### src/hdl/pdrtc_pkg.sv
package pdrtc_pkg;

  localparam int unsigned NumWakes = 4;

  localparam logic [31:0] RouteMask  = 32'h0f07_0f07;
  localparam logic [31:0] RouteReset = 32'h0f01_0000;
  localparam logic [3:0]  CtrlMask   = 4'h9;
  localparam logic [10:0] WakeBase   = 11'h330;
  localparam logic [10:0] WakeStride = 11'h008;
  localparam logic [10:0] WakeEnd    = 11'(WakeBase + NumWakes * WakeStride);

  typedef enum logic [1:0] {
    OP_READ  = 2'd0,
    OP_WRITE = 2'd1,
    OP_TICK  = 2'd2,
    OP_PIN   = 2'd3
  } op_e;

  typedef enum logic [10:0] {
    A_RST      = 11'h000,
    A_CTRL     = 11'h100,
    A_SEC      = 11'h104,
    A_MIN      = 11'h108,
    A_HOUR     = 11'h10c,
    A_DAY      = 11'h110,
    A_MON      = 11'h114,
    A_YEAR     = 11'h118,
    A_ASEC     = 11'h11c,
    A_AMIN     = 11'h120,
    A_AHOUR    = 11'h124,
    A_ADAY     = 11'h128,
    A_AMON     = 11'h12c,
    A_AYEAR    = 11'h130,
    A_FLAGS    = 11'h134,
    A_PCLR     = 11'h138,
    A_FEN      = 11'h13c,
    A_WSTAT    = 11'h310,
    A_WEN      = 11'h314,
    A_WCLR     = 11'h318,
    A_ROUTE    = 11'h31c,
    A_GPIO     = 11'h580
  } reg_addr_e;

  typedef struct packed {
    logic [5:0] sec;
    logic [5:0] min;
    logic [4:0] hour;
    logic [4:0] day;
    logic [3:0] mon;
    logic [6:0] year;
  } caltime_t;

  localparam caltime_t TimeReset = '{sec: 6'd0, min: 6'd0, hour: 5'd0, day: 5'd1,
                                     mon: 4'd1, year: 7'd0};

  typedef struct packed {
    logic [31:0] rdata;
    logic        rtc_irq;
    logic        pdc_irq;
    logic        reset_request;
  } result_t;

  function automatic logic [4:0] month_len(logic [3:0] mon, logic [6:0] year);
    logic [4:0] l;
    case (mon)
      4'd1, 4'd3, 4'd5, 4'd7, 4'd8, 4'd10, 4'd12: l = 5'd31;
      4'd4, 4'd6, 4'd9, 4'd11:                    l = 5'd30;
      4'd2:    l = (year[1:0] == 2'b00) ? 5'd29 : 5'd28;
      default: l = 5'd0;
    endcase
    return l;
  endfunction

endpackage

### src/hdl/pdrtc_cal.sv
module pdrtc_cal (
  input  pdrtc_pkg::caltime_t t_i,
  output pdrtc_pkg::caltime_t t_o,
  output logic                min_carry_o
);
  import pdrtc_pkg::*;

  logic [4:0] lim;

  always_comb begin
    t_o         = t_i;
    min_carry_o = 1'b0;
    lim         = month_len(t_i.mon, t_i.year);
    if ({1'b0, t_i.sec} + 7'd1 < 7'd60) begin
      t_o.sec = t_i.sec + 6'd1;
    end else begin
      t_o.sec     = '0;
      min_carry_o = 1'b1;
      if ({1'b0, t_i.min} + 7'd1 < 7'd60) begin
        t_o.min = t_i.min + 6'd1;
      end else begin
        t_o.min = '0;
        if ({1'b0, t_i.hour} + 6'd1 < 6'd24) begin
          t_o.hour = t_i.hour + 5'd1;
        end else begin
          t_o.hour = '0;
          if ({1'b0, t_i.day} + 6'd1 <= {1'b0, lim}) begin
            t_o.day = t_i.day + 5'd1;
          end else begin
            t_o.day = 5'd1;
            if ({1'b0, t_i.mon} + 5'd1 <= 5'd12) begin
              t_o.mon = t_i.mon + 4'd1;
            end else begin
              t_o.mon  = 4'd1;
              t_o.year = t_i.year + 7'd1;
            end
          end
        end
      end
    end
  end
endmodule

### src/hdl/powerdown_rtc_wake_controller_core.sv
// path: a transferred input passes the input register, then the result register
// throughput: one item per cycle while the skid slot is free; the whole event is handled by the register update logic
// stalls: a result held by the receiver parks the next one in a skid slot, then ready drops
// reset: asynchronous active low; time, preset and alarm reset to 0:00:00 day 1 month 1 year 0,
// clock enabled, route word 0x0f010000, wake modes 4 (no interrupt), all else zero
module powerdown_rtc_wake_controller_core (
  input  logic        clk_i,
  input  logic        rst_ni,
  input  logic        valid_i,
  output logic        ready_o,
  input  logic [1:0]  op_i,
  input  logic [10:0] addr_i,
  input  logic [31:0] wdata_i,
  input  logic [1:0]  pin_index_i,
  input  logic        pin_level_i,
  output logic        valid_o,
  input  logic        ready_i,
  output logic [31:0] rdata_o,
  output logic        rtc_irq_o,
  output logic        pdc_irq_o,
  output logic        reset_request_o
);
  import pdrtc_pkg::*;

  // input register
  logic        in_v_q;
  logic [1:0]  op_q;
  logic [10:0] addr_q;
  logic [31:0] wdata_q;
  logic [1:0]  pin_q;
  logic        lvl_q;

  // result buffer: main slot plus skid slot
  result_t res_q, skid_q, res_d;
  logic    res_v_q, skid_v_q;
  logic    adv;

  // the input stage advances when the skid slot is free
  assign ready_o = !skid_v_q;
  assign adv     = ready_o;

  always_ff @(posedge clk_i or negedge rst_ni) begin
    if (!rst_ni) begin
      in_v_q <= 1'b0;
    end else if (adv) begin
      in_v_q <= valid_i;
    end
  end

  always_ff @(posedge clk_i) begin
    if (adv && valid_i) begin
      op_q    <= op_i;
      addr_q  <= {addr_i[10:2], 2'b00};
      wdata_q <= wdata_i;
      pin_q   <= pin_index_i;
      lvl_q   <= pin_level_i;
    end
  end

  // a valid item in the input register is processed in a cycle in which the skid slot is free
  logic go;
  assign go = in_v_q && adv;

  pdrtc_regs u_regs (
    .clk_i   (clk_i),
    .rst_ni  (rst_ni),
    .go_i    (go),
    .op_i    (op_q),
    .addr_i  (addr_q),
    .wdata_i (wdata_q),
    .pin_i   (pin_q),
    .lvl_i   (lvl_q),
    .res_o   (res_d)
  );

  // output skid: if the main slot is held, the new result lands in skid
  always_ff @(posedge clk_i or negedge rst_ni) begin
    if (!rst_ni) begin
      res_v_q  <= 1'b0;
      skid_v_q <= 1'b0;
    end else begin
      if (!res_v_q || ready_i) begin
        res_v_q  <= skid_v_q || go;
        skid_v_q <= 1'b0;
      end else if (go) begin
        skid_v_q <= 1'b1;
      end
    end
  end

  always_ff @(posedge clk_i) begin
    if (!res_v_q || ready_i) begin
      res_q <= skid_v_q ? skid_q : res_d;
    end else if (go) begin
      skid_q <= res_d;
    end
  end

  assign valid_o         = res_v_q;
  assign rdata_o         = res_q.rdata;
  assign rtc_irq_o       = res_q.rtc_irq;
  assign pdc_irq_o       = res_q.pdc_irq;
  assign reset_request_o = res_q.reset_request;
endmodule

### src/hdl/pdrtc_regs.sv
module pdrtc_regs (
  input  logic               clk_i,
  input  logic               rst_ni,
  input  logic               go_i,
  input  logic [1:0]         op_i,
  input  logic [10:0]        addr_i,
  input  logic [31:0]        wdata_i,
  input  logic [1:0]         pin_i,
  input  logic               lvl_i,
  output pdrtc_pkg::result_t res_o
);
  import pdrtc_pkg::*;

  caltime_t    run_q, run_d, pre_q, pre_d, alm_q, alm_d, run_nx;
  logic [5:0]  aen_q, aen_d;
  logic [3:0]  ctl_q, ctl_d;
  logic [2:0]  flg_q, flg_d, pcl_q, pcl_d, fen_q, fen_d;
  logic        rr_q, rr_d;
  logic [3:0]  wf_q, wf_d, em_q, em_d, wl_q, wl_d;
  logic [31:0] wen_q, wen_d, route_q, route_d;
  logic [2:0]  wm_q [NumWakes], wm_d [NumWakes];
  logic        min_c;
  logic [31:0] rd;
  logic        rst_req;

  pdrtc_cal u_cal (.t_i(run_q), .t_o(run_nx), .min_carry_o(min_c));

  logic       wslot;
  logic [1:0] wn;
  caltime_t   vt;
  logic       match, fire;
  logic [2:0] f;
  logic [2:0] pc;
  logic [10:0] woff;

  always_comb begin
    run_d = run_q; pre_d = pre_q; alm_d = alm_q; aen_d = aen_q; ctl_d = ctl_q;
    flg_d = flg_q; pcl_d = pcl_q; fen_d = fen_q; rr_d = rr_q; wf_d = wf_q;
    em_d = em_q; wl_d = wl_q; wen_d = wen_q; route_d = route_q;
    for (int i = 0; i < NumWakes; i++) wm_d[i] = wm_q[i];
    rd = '0; rst_req = 1'b0; match = 1'b0; fire = 1'b0; f = '0; pc = '0;
    wslot = (addr_i >= WakeBase) && (addr_i < WakeEnd);
    woff  = addr_i - WakeBase;
    wn    = woff[4:3];
    vt    = ctl_q[0] ? run_q : pre_q;
    case (op_e'(op_i))
      OP_READ: begin
        if (wslot) begin
          if (!addr_i[2]) rd = {28'd0, wm_q[wn], wl_q[wn]};
        end else begin
          case (addr_i)
            A_CTRL:  rd = {28'd0, ctl_q};
            A_SEC:   rd = {26'd0, vt.sec};
            A_MIN:   rd = {26'd0, vt.min};
            A_HOUR:  rd = {27'd0, vt.hour};
            A_DAY:   rd = {27'd0, vt.day};
            A_MON:   rd = {28'd0, vt.mon};
            A_YEAR:  rd = {25'd0, vt.year};
            A_ASEC:  rd = {25'd0, aen_q[0], alm_q.sec};
            A_AMIN:  rd = {25'd0, aen_q[1], alm_q.min};
            A_AHOUR: rd = {26'd0, aen_q[2], alm_q.hour};
            A_ADAY:  rd = {26'd0, aen_q[3], alm_q.day};
            A_AMON:  rd = {27'd0, aen_q[4], alm_q.mon};
            A_AYEAR: rd = {24'd0, aen_q[5], alm_q.year};
            A_FLAGS: rd = {29'd0, flg_q};
            A_PCLR:  rd = {29'd0, pcl_q};
            A_FEN:   rd = {29'd0, fen_q};
            A_WSTAT: rd = {28'd0, wf_q & wen_q[3:0]};
            A_WEN:   rd = wen_q;
            A_ROUTE: rd = route_q;
            A_GPIO:  rd = {26'd0, wl_q, 2'b00};
            default: rd = '0;
          endcase
        end
      end
      OP_WRITE: begin
        if (wslot) begin
          if (!addr_i[2]) begin
            wm_d[wn] = wdata_i[3:1];
            em_d[wn] = wdata_i[2];
          end
        end else begin
          case (addr_i)
            A_RST:  rst_req = wdata_i[0];
            A_CTRL: begin
              ctl_d = wdata_i[3:0] & CtrlMask;
              if (wdata_i[1]) run_d = pre_q;
              if ((wdata_i[0] ^ ctl_q[0]) && wdata_i[0]) begin
                if (flg_q[2] && pcl_q[2]) begin
                  flg_d[2] = 1'b0;
                  pcl_d    = pcl_q & flg_d;
                end
                run_d = pre_q;
              end
            end
            A_SEC:   pre_d.sec  = wdata_i[5:0];
            A_MIN:   pre_d.min  = wdata_i[5:0];
            A_HOUR:  pre_d.hour = wdata_i[4:0];
            A_DAY:   pre_d.day  = wdata_i[4:0];
            A_MON:   pre_d.mon  = wdata_i[3:0];
            A_YEAR:  pre_d.year = wdata_i[6:0];
            A_ASEC:  begin alm_d.sec  = wdata_i[5:0]; aen_d[0] = wdata_i[6]; end
            A_AMIN:  begin alm_d.min  = wdata_i[5:0]; aen_d[1] = wdata_i[6]; end
            A_AHOUR: begin alm_d.hour = wdata_i[4:0]; aen_d[2] = wdata_i[5]; end
            A_ADAY:  begin alm_d.day  = wdata_i[4:0]; aen_d[3] = wdata_i[5]; end
            A_AMON:  begin alm_d.mon  = wdata_i[3:0]; aen_d[4] = wdata_i[4]; end
            A_AYEAR: begin alm_d.year = wdata_i[6:0]; aen_d[5] = wdata_i[7]; end
            A_FLAGS: flg_d = flg_q | wdata_i[2:0];
            A_PCLR: begin
              pc = pcl_q | wdata_i[2:0];
              f  = flg_q & ~(pc & 3'b011);
              if (ctl_q[0]) f = f & ~(pc & 3'b100);
              flg_d = f;
              pcl_d = pc & f;
            end
            A_FEN:   fen_d = wdata_i[2:0];
            A_WEN:   wen_d = wdata_i;
            A_WCLR:  wf_d  = wf_q & ~(wdata_i[3:0] & em_q);
            A_ROUTE: begin
              route_d = wdata_i & RouteMask;
              if (route_q[0] ^ wdata_i[0]) rr_d = wdata_i[0];
            end
            default: ;
          endcase
        end
      end
      OP_TICK: begin
        if (ctl_q[0]) begin
          run_d = run_nx;
          f = flg_q | (fen_q & {1'b0, min_c, 1'b1});
          match = ctl_q[3] && fen_q[2]
               && (!aen_q[0] || run_nx.sec  == alm_q.sec)
               && (!aen_q[1] || run_nx.min  == alm_q.min)
               && (!aen_q[2] || run_nx.hour == alm_q.hour)
               && (!aen_q[3] || run_nx.day  == alm_q.day)
               && (!aen_q[4] || run_nx.mon  == alm_q.mon)
               && (!aen_q[5] || run_nx.year == alm_q.year);
          flg_d = f | {match, 2'b00};
        end
      end
      default: begin
        if ((32'(pin_i) < NumWakes) && (wl_q[pin_i] != lvl_i)) begin
          wl_d[pin_i] = lvl_i;
          case (wm_q[pin_i])
            3'd0, 3'd2: fire = !lvl_i;
            3'd1, 3'd3: fire = lvl_i;
            3'd6, 3'd7: fire = 1'b1;
            default:    fire = 1'b0;
          endcase
          if (fire) wf_d[pin_i] = 1'b1;
        end
      end
    endcase
    res_o.rdata         = rd;
    res_o.rtc_irq       = !rr_d && ((flg_d & fen_d) != 3'd0);
    res_o.pdc_irq       = (wf_d & wen_d[3:0]) != 4'd0;
    res_o.reset_request = rst_req;
  end

  always_ff @(posedge clk_i or negedge rst_ni) begin
    if (!rst_ni) begin
      run_q <= TimeReset; pre_q <= TimeReset; alm_q <= TimeReset;
      aen_q <= '0; ctl_q <= 4'h1; flg_q <= '0; pcl_q <= '0; fen_q <= '0;
      rr_q <= 1'b0; wf_q <= '0; em_q <= '0; wl_q <= '0; wen_q <= '0;
      route_q <= RouteReset;
      for (int i = 0; i < NumWakes; i++) wm_q[i] <= 3'd4;
    end else if (go_i) begin
      run_q <= run_d; pre_q <= pre_d; alm_q <= alm_d;
      aen_q <= aen_d; ctl_q <= ctl_d; flg_q <= flg_d; pcl_q <= pcl_d; fen_q <= fen_d;
      rr_q <= rr_d; wf_q <= wf_d; em_q <= em_d; wl_q <= wl_d; wen_q <= wen_d;
      route_q <= route_d;
      for (int i = 0; i < NumWakes; i++) wm_q[i] <= wm_d[i];
    end
  end
endmodule

### config.mk
export PLATFORM = sky130hd
export DESIGN_NAME = powerdown_rtc_wake_controller_core
export DESIGN_NICKNAME = d
export VERILOG_FILES = /design/src/hdl/pdrtc_pkg.sv /design/src/hdl/pdrtc_cal.sv /design/src/hdl/powerdown_rtc_wake_controller_core.sv /design/src/hdl/pdrtc_regs.sv
export SDC_FILE = /design/constraint.sdc
export NUM_CORES = 1
export LEC_CHECK = 0
export BUFFER_PORTS_ARGS = -buffer_cell sky130_fd_sc_hd__buf_2
export CAP_MARGIN = 30
export CORE_UTILIZATION = 35
export CTS_CLUSTER_SIZE = 20
export DETAILED_ROUTE_END_ITERATION = 7
export SYNTH_ARGS = -nofsm -noshare
export SYNTH_HDL_FRONTEND = slang
export SYNTH_SLANG_ARGS = --single-unit
export TNS_END_PERCENT = 1
### constraint.sdc
create_clock -name clk_i -period 4.8 [get_ports clk_i]
set_clock_uncertainty 0.1 [all_clocks]
set_input_delay 0 -clock clk_i [delete_from_list [all_inputs] [get_ports clk_i]]
set_output_delay 0 -clock clk_i [all_outputs]
set_load 0.005 [all_outputs]
# Word-level counts from Yosys, hierarchy flattened
# Cells that the tools add are included.
[totals] regBits=306 in_bits=52 output_inout_bits=37 wordCells=311
[op_classes] add_sub_neg=12 order_cmp=14 eq_ne=53 muxes=81 bitwise=26 n_reduce_logical=70
[ops] cell="case mux 32 bit (20 select lines)" count=1
[ops] cell="two-way mux 33 bit" count=6
[ops] cell="equality test 9 x 7 -> 1 bit (second input constant)" count=16
[ops] cell="case mux 33 bit (2 select lines)" count=1
[ops] cell="two-way mux 32 bit" count=2
[ops] cell="AND reduction 4 bit" count=16
[ops] cell="two-way mux 3 bit" count=16
[ops] cell="equality test 9 x 8 -> 1 bit (second input constant)" count=4
[ops] cell="two-way mux 4 bit" count=9
[ops] cell="two-way mux 35 bit" count=1
[ops] cell="two-way mux 27 bit" count=1
[ops] cell="two-way mux 21 bit" count=1
[ops] cell="equality test 4 bit (second input constant)" count=5
[ops] cell="two-way mux 1 bit" count=19
[ops] cell="AND 4 bit" count=4
[ops] cell="equality test 4 x 3 -> 1 bit (second input constant)" count=4
[ops] cell="logical AND 1 bit" count=16
[ops] cell="two-way mux 16 bit" count=1
[ops] cell="case mux 5 bit (3 select lines)" count=1
[ops] cell="adder 6 x 1 -> 7 bit (second input constant)" count=2
[ops] cell="less-than comparator 7 x 6 -> 1 bit (second input constant)" count=2
[ops] cell="adder 5 x 1 -> 6 bit (second input constant)" count=2
[ops] cell="adder 6 x 1 -> 6 bit (second input constant)" count=2
[ops] cell="AND 3 bit" count=4
[ops] cell="other kinds (67)" count=120

# Longest topological paths before layout
[logic_depth] ltp_word=22 mapped_depth=19 mapped_depth_nobuf=18

# Cells and area by module
# From an unflattened synthesis, not the netlist that was laid out.
[unflattened] cells_unflattened=1302 hier_area_um2=15564.9
[modules_own_cells] mod="pdrtc_regs" instances=1 cells_each=935 area_per_inst_um2=10212.3 seq_area_each_um2=4599.4
[modules_own_cells] mod="powerdown_rtc_wake_controller_core" instances=1 cells_each=168 area_per_inst_um2=4035.1 seq_area_each_um2=3558.4
[modules_own_cells] mod="pdrtc_cal" instances=1 cells_each=199 area_per_inst_um2=1317.5 seq_area_each_um2=0.0

# Least setup slack after synthesis
# OpenSTA, ideal clock, no wires.
[synth_path] path_type="reg2reg" startpoint="register u_regs.run_q[7] (netlist name)" endpoint="register res_q (netlist bit rtc_irq_o), data pin" setup_ns=0.165 arrival_time_ns=4.334 t_required_ns=4.535 setup_slack_ns=0.202 path_stages_with_launch=19 n_path_buf=1 period_less_slack_ns=4.598 path_cell_list="dfstp_2 clkbuf_1 inv_1 ha_1 o22ai_1 nand2_1 o31ai_1 a21boi_0 ha_1 and3_1 a32o_1 and2_1 nor4_4 a31oi_1 xnor2_1 a221o_1 a2111oi_2 a21oi_1 o31ai_2"
[synth_via] elab_chain_len=20 word_cells_on_any_way=42 classes_between="2 x add/sub; 2 x order compare; 15 x eq/ne; 11 x mux; 2 x bitwise; 10 x reduce/logical"
[synth_lines] element="from (decl)" line_no="pdrtc_regs.sv:14" source="caltime_t run_q, run_d, pre_q, pre_d, alm_q, alm_d, run_nx;"
[synth_lines] element="from (signal assigned)" line_no="pdrtc_regs.sv:162" source="run_q <= TimeReset; pre_q <= TimeReset; alm_q <= TimeReset;"
[synth_lines] element="from (signal assigned)" line_no="pdrtc_regs.sv:168" source="run_q <= run_d; pre_q <= pre_d; alm_q <= alm_d;"
[synth_lines] element="equality test 4 x 1 -> 1 bit, or another cell as far along" line_no="pdrtc_pkg.sv:65" source="case (mon)"
[synth_lines] element="OR reduction 7 bit or OR reduction 4 bit (tied branches)" line_no="pdrtc_pkg.sv:65"
[synth_lines] element="case mux 5 bit (3 select lines)" line_no="pdrtc_pkg.sv:65"
[synth_lines] element="less-or-equal comparator 6 x 5 -> 1 bit" line_no="pdrtc_cal.sv:27" source="if ({1'b0, t_i.day} + 6'd1 <= {1'b0, lim}) begin"
[synth_lines] element="two-way mux 5 bit" line_no="pdrtc_cal.sv:27"
[synth_lines] element="two-way mux 16 bit" line_no="pdrtc_cal.sv:23" source="if ({1'b0, t_i.hour} + 6'd1 < 6'd24) begin"
[synth_lines] element="two-way mux 21 bit" line_no="pdrtc_cal.sv:19" source="if ({1'b0, t_i.min} + 7'd1 < 7'd60) begin"
[synth_lines] element="two-way mux 27 bit *" line_no="pdrtc_cal.sv:14" source="if ({1'b0, t_i.sec} + 7'd1 < 7'd60) begin"
[synth_lines] element="[... 4 more ...]"
[synth_lines] element="logical AND 1 bit *" line_no="pdrtc_regs.sv:137" source="&& (!aen_q[5] || run_nx.year == alm_q.year);"
[synth_lines] element="OR 3 bit *" line_no="pdrtc_regs.sv:138" source="flg_d = f | {match, 2'b00};"
[synth_lines] element="two-way mux 3 bit *" line_no="pdrtc_regs.sv:128" source="if (ctl_q[0]) begin"
[synth_lines] element="case mux 3 bit (2 select lines) *" line_no="pdrtc_regs.sv:46" source="case (op_e'(op_i))"
[synth_lines] element="AND 3 bit *" line_no="pdrtc_regs.sv:155" source="res_o.rtc_irq = !rr_d && ((flg_d & fen_d) != 3'd0);"
[synth_lines] element="nonzero test 3 bit *" line_no="pdrtc_regs.sv:155"
[synth_lines] element="logical AND 1 bit *" line_no="pdrtc_regs.sv:155"
[synth_lines] element="two-way mux 35 bit *" line_no="powerdown_rtc_wake_controller_core.sv:93" source="res_q <= skid_v_q ? skid_q : res_d;"
[synth_lines] element="to (signal assigned)" line_no="powerdown_rtc_wake_controller_core.sv:93"
[synth_lines] element="to (decl)" line_no="powerdown_rtc_wake_controller_core.sv:34" source="result_t res_q, skid_q, res_d;"
# Every way passes the cells marked *; elsewhere a longest branch is shown, timed or not.
# A chain may end at the register's enable or synchronous reset.

# Final worst setup path
[layout_path] startpoint="register u_regs.run_q[8] (netlist name)" endpoint="register res_q (netlist bit rtc_irq_o), data pin"
# Same word-level chain as after synthesis.

==> metrics.yaml <==
place:
  portBuffers: 86
  gp_congestion: 0.945
  place_inst: 1997
  pre_cts_ws_ns: 0.125
  dpl.hpwl_um: 31200
cts:
  clk_root_buffer_cell: "clkbuf_16"
  cts_buffers: 34
  cts_tree: "yes"
  post-cts-setup-buffers: 0
  insertion_delay_ns: 0.53
  cts_max_path_buffers: 3
  clkSinkCount: 302
  htree_levels: 2
  clk_pin_slew_ns: 0.06
logic_synthesis:
  synthTopCellsByArea: "dfrtp_1, edfxtp_1, mux2_2"
  synth_edf_count: 116
  synth_seq_cells: 302
  synth_nets: 1429
  synth_area_um2: 15500
  synthFlopType: "dfrtp_1"
  yosysTopAreaCell: "dfrtp_1"
  synth_cell_types: 81
  synth_top_area_share_pct: 27.5
  async_flop_share_pct: 61.6
  synthCells: 1358
  ys.warnings.count: 0
  yosysSeqAreaShare_pct: 52.7
  syn_avg_cell_area_um2: 11.4
setup_path:
  crit_slowest_cell: "dfrtp_1"
  path_cells: "inv_1 > ha_1 > o22ai_1 > nand2_1 > o31ai_1 > a21boi_2 > ha_1 > and3_1 > a32o_1 > and2_1 > nor4_4 > mux2_1 > mux2_2 > o2111ai_2 > a2111oi_2 > a21oi_1 > o31ai_2"
  crit_type: "reg -> reg"
  path_delay_family: "compound AO/OA/AOI/OAI gates"
  cp_num_buf_inv: 1
  cp_data_required_time_ns: 4.96
  path_common_cell: "ha_1"
  crit_fanout: 9
  arrival_ns: 4.65
  timing.rr.start: "u_regs.run_q[8]"
  end_kind: "register"
  critPathMaxStageDelay_ns: 0.52
  startpoint_type: "register"
  cp-startpoint: "u_regs.run_q[8]"
timing:
  min_period_over_period_pct: 93.4
  hold_ws_ns: -0.000913
  max_freq_mhz: 223
  min_period_ns: 4.48
  final-setup-viol-count: 0
  slew_violations: 0
  rsz0062_at_grt: "no"
  tns_ns: 0
  worst_pin_slew_ns: 0.893
  relSlewSlack_pct: 40.1
  hold_viol: 1
  layout_setup_ws_ns: 0.316
detailed_routing:
  wl_per_cell_um: 21.3
  drt-initial-drc-count: 1141
  dr.pass1.iters: 7
  drt-vias-per-instance: 5.60
  ant_nets: 0
  totalWireLength_um: 44900
  drc: 0
  num_vias: 11800
floorplan:
  start_util_pct: 35.7
  die_h_um: 212
  die-area_um2: 45100
  fp.coreArea_um2: 43400
  die_w_um: 212
  row_count: 76
  io_pins: 89
layout:
  final_cells: 2110
  nets: 1570
  final_core_util_pct: 42.5
  diodes: 0
  final_cell_mix: "mux2_2, dfrtp_1, nand2_1"
  syn_to_final_growth_pct: 18.9
  final_layout_size_suffix_gt1_share_pct: 26.8
  layout_commonest_cell: "mux2_2"
global_routing:
  grt_pass1_wl_um: 69600
  track_usage_pct: 20.2
  grt_pass1_vias: 11700
  grt_antenna_before_repair: 0
  grt.overflow.total: 0
  grt_start_max_net_pins: 109
worst_hold_path:
  min_path_type: "in -> async"
pwr:
  p_leak_uw: 0.00765
  ir_drop_v: 0.000315
  power.density_nw_per_um2: 381
outcome:
  violations: "negative hold slack"
  status: "complete, but fails checks"
run:
  max_cap_viol_count: 0
cell usage after synthesis, drive strengths merged, types with 4 or more instances:
library cell and number:
nor3b 4, a221o 5, a21oi 59, clkbuf 56
o21a 6, a31oi 14, a222oi 5, o31ai 19
edfxtp 116, nand2 140, or3 4, nor3 22
a2111oi 6, buf 19, and3 14, a21boi 5
nor2b 10, mux4 8, a211o 4, o22ai 16
a22oi 43, or2 7, nor4 7, a211oi 7
mux2i 13, xor2 16, dfstp 16, inv 24
dfrtp 170, o211ai 7, nand4 17, o21ai 58
a221oi 10, a21o 6, mux2 177, ha 19
and2 27, nor4b 5, nor2 87, xnor2 18
a22o 6, nand3 31, nand3b 9, nand2b 12
where the power goes:
part	switching, µW	internal, µW
clock network	1040	1590
logic	681	518
registers	267	2910
total	1990	5020
state kept, by name, summed over array words and instances, names as in the netlist, 14 cells and up:
| signal | count |
|---|---|
| skid_q | 35 |
| u_regs.alm_q | 33 |
| u_regs.pre_q | 33 |
| u_regs.run_q | 33 |
| rdata_o | 32 |
| u_regs.wen_q | 32 |
| wdata_q | 32 |
| u_regs.route_q | 14 |
layout make-up:
type	instances	area [µm²]
Fill cell	4086	24900
Sequential cell	302	8160
Multi-Input combinational cell	957	6950
Timing Repair Buffer	180	1340
Clock buffer	49	978
Tap cell	585	732
Clock inverter	13	168
Inverter	24	90.1
routing by layer:
layer | routed length [µm] | part of all wire, % | vias to the layer above | GRT usage [%]
met5 | 0 | 0 | - | 0
met4 | 1410 | 3.1 | 0 | 6.92
met3 | 2590 | 5.8 | 81 | 3.10
met2 | 21100 | 47 | 411 | 32.6
met1 | 19800 | 44 | 5939 | 27.5
li1 | - | - | 5389 | -
tightest hold or removal path: cells and delay by family:
family   cells  cell delay (ns)
buf+inv      3             1.05
path summary, 6_finish.rpt:
kind | to | slack (ns) | depth (start not counted)
min in group clk_i | addr_q[3] | 0.08 | 2
hold reg to reg | u_regs.wen_q[13] | 0.38 | 1
setup reg to reg | rtc_irq_o | 0.32 | 17
setup / recovery | rtc_irq_o | 0.32 | 17
hold / removal | u_regs.run_q[25] | -0.0009 | 3
max in group asynchronous | u_regs.wl_q[0] | 3.58 | 4
stage by stage:
stage | cell area, µm² | power [µW]
after CTS | 18400 | 7050
final | 18400 | 7010
after detailed placement | 16700 | 4370
after floorplan | 15500 | 3920
after global routing | 18400 | 7350
after global placement | 16700 | 4330
cell families (layout without fill, tap and decap cells):
family | Yosys count | after routing | share of synthesized area, %
compound gates | 306 | 306 | 13.6
xor+xnor | 34 | 34 | 1.92
fa+ha+maj | 19 | 19 | 1.54
buf+inv | 99 | 266 | 2.61
flops | 302 | 302 | 52.7
mux | 198 | 198 | 14.9
simple gates | 400 | 400 | 12.7
repair_timing:
| item | in CTS | in global routing |
|---|---|---|
| hold endpoints to repair | 161 | 3 |
| hold buffers | 48 | 1 |
| setup endpoints to repair | 0 | 2 |
| gates resized for setup | 0 | 2 |
Note: power is estimated with default switching activity, not from simulation.
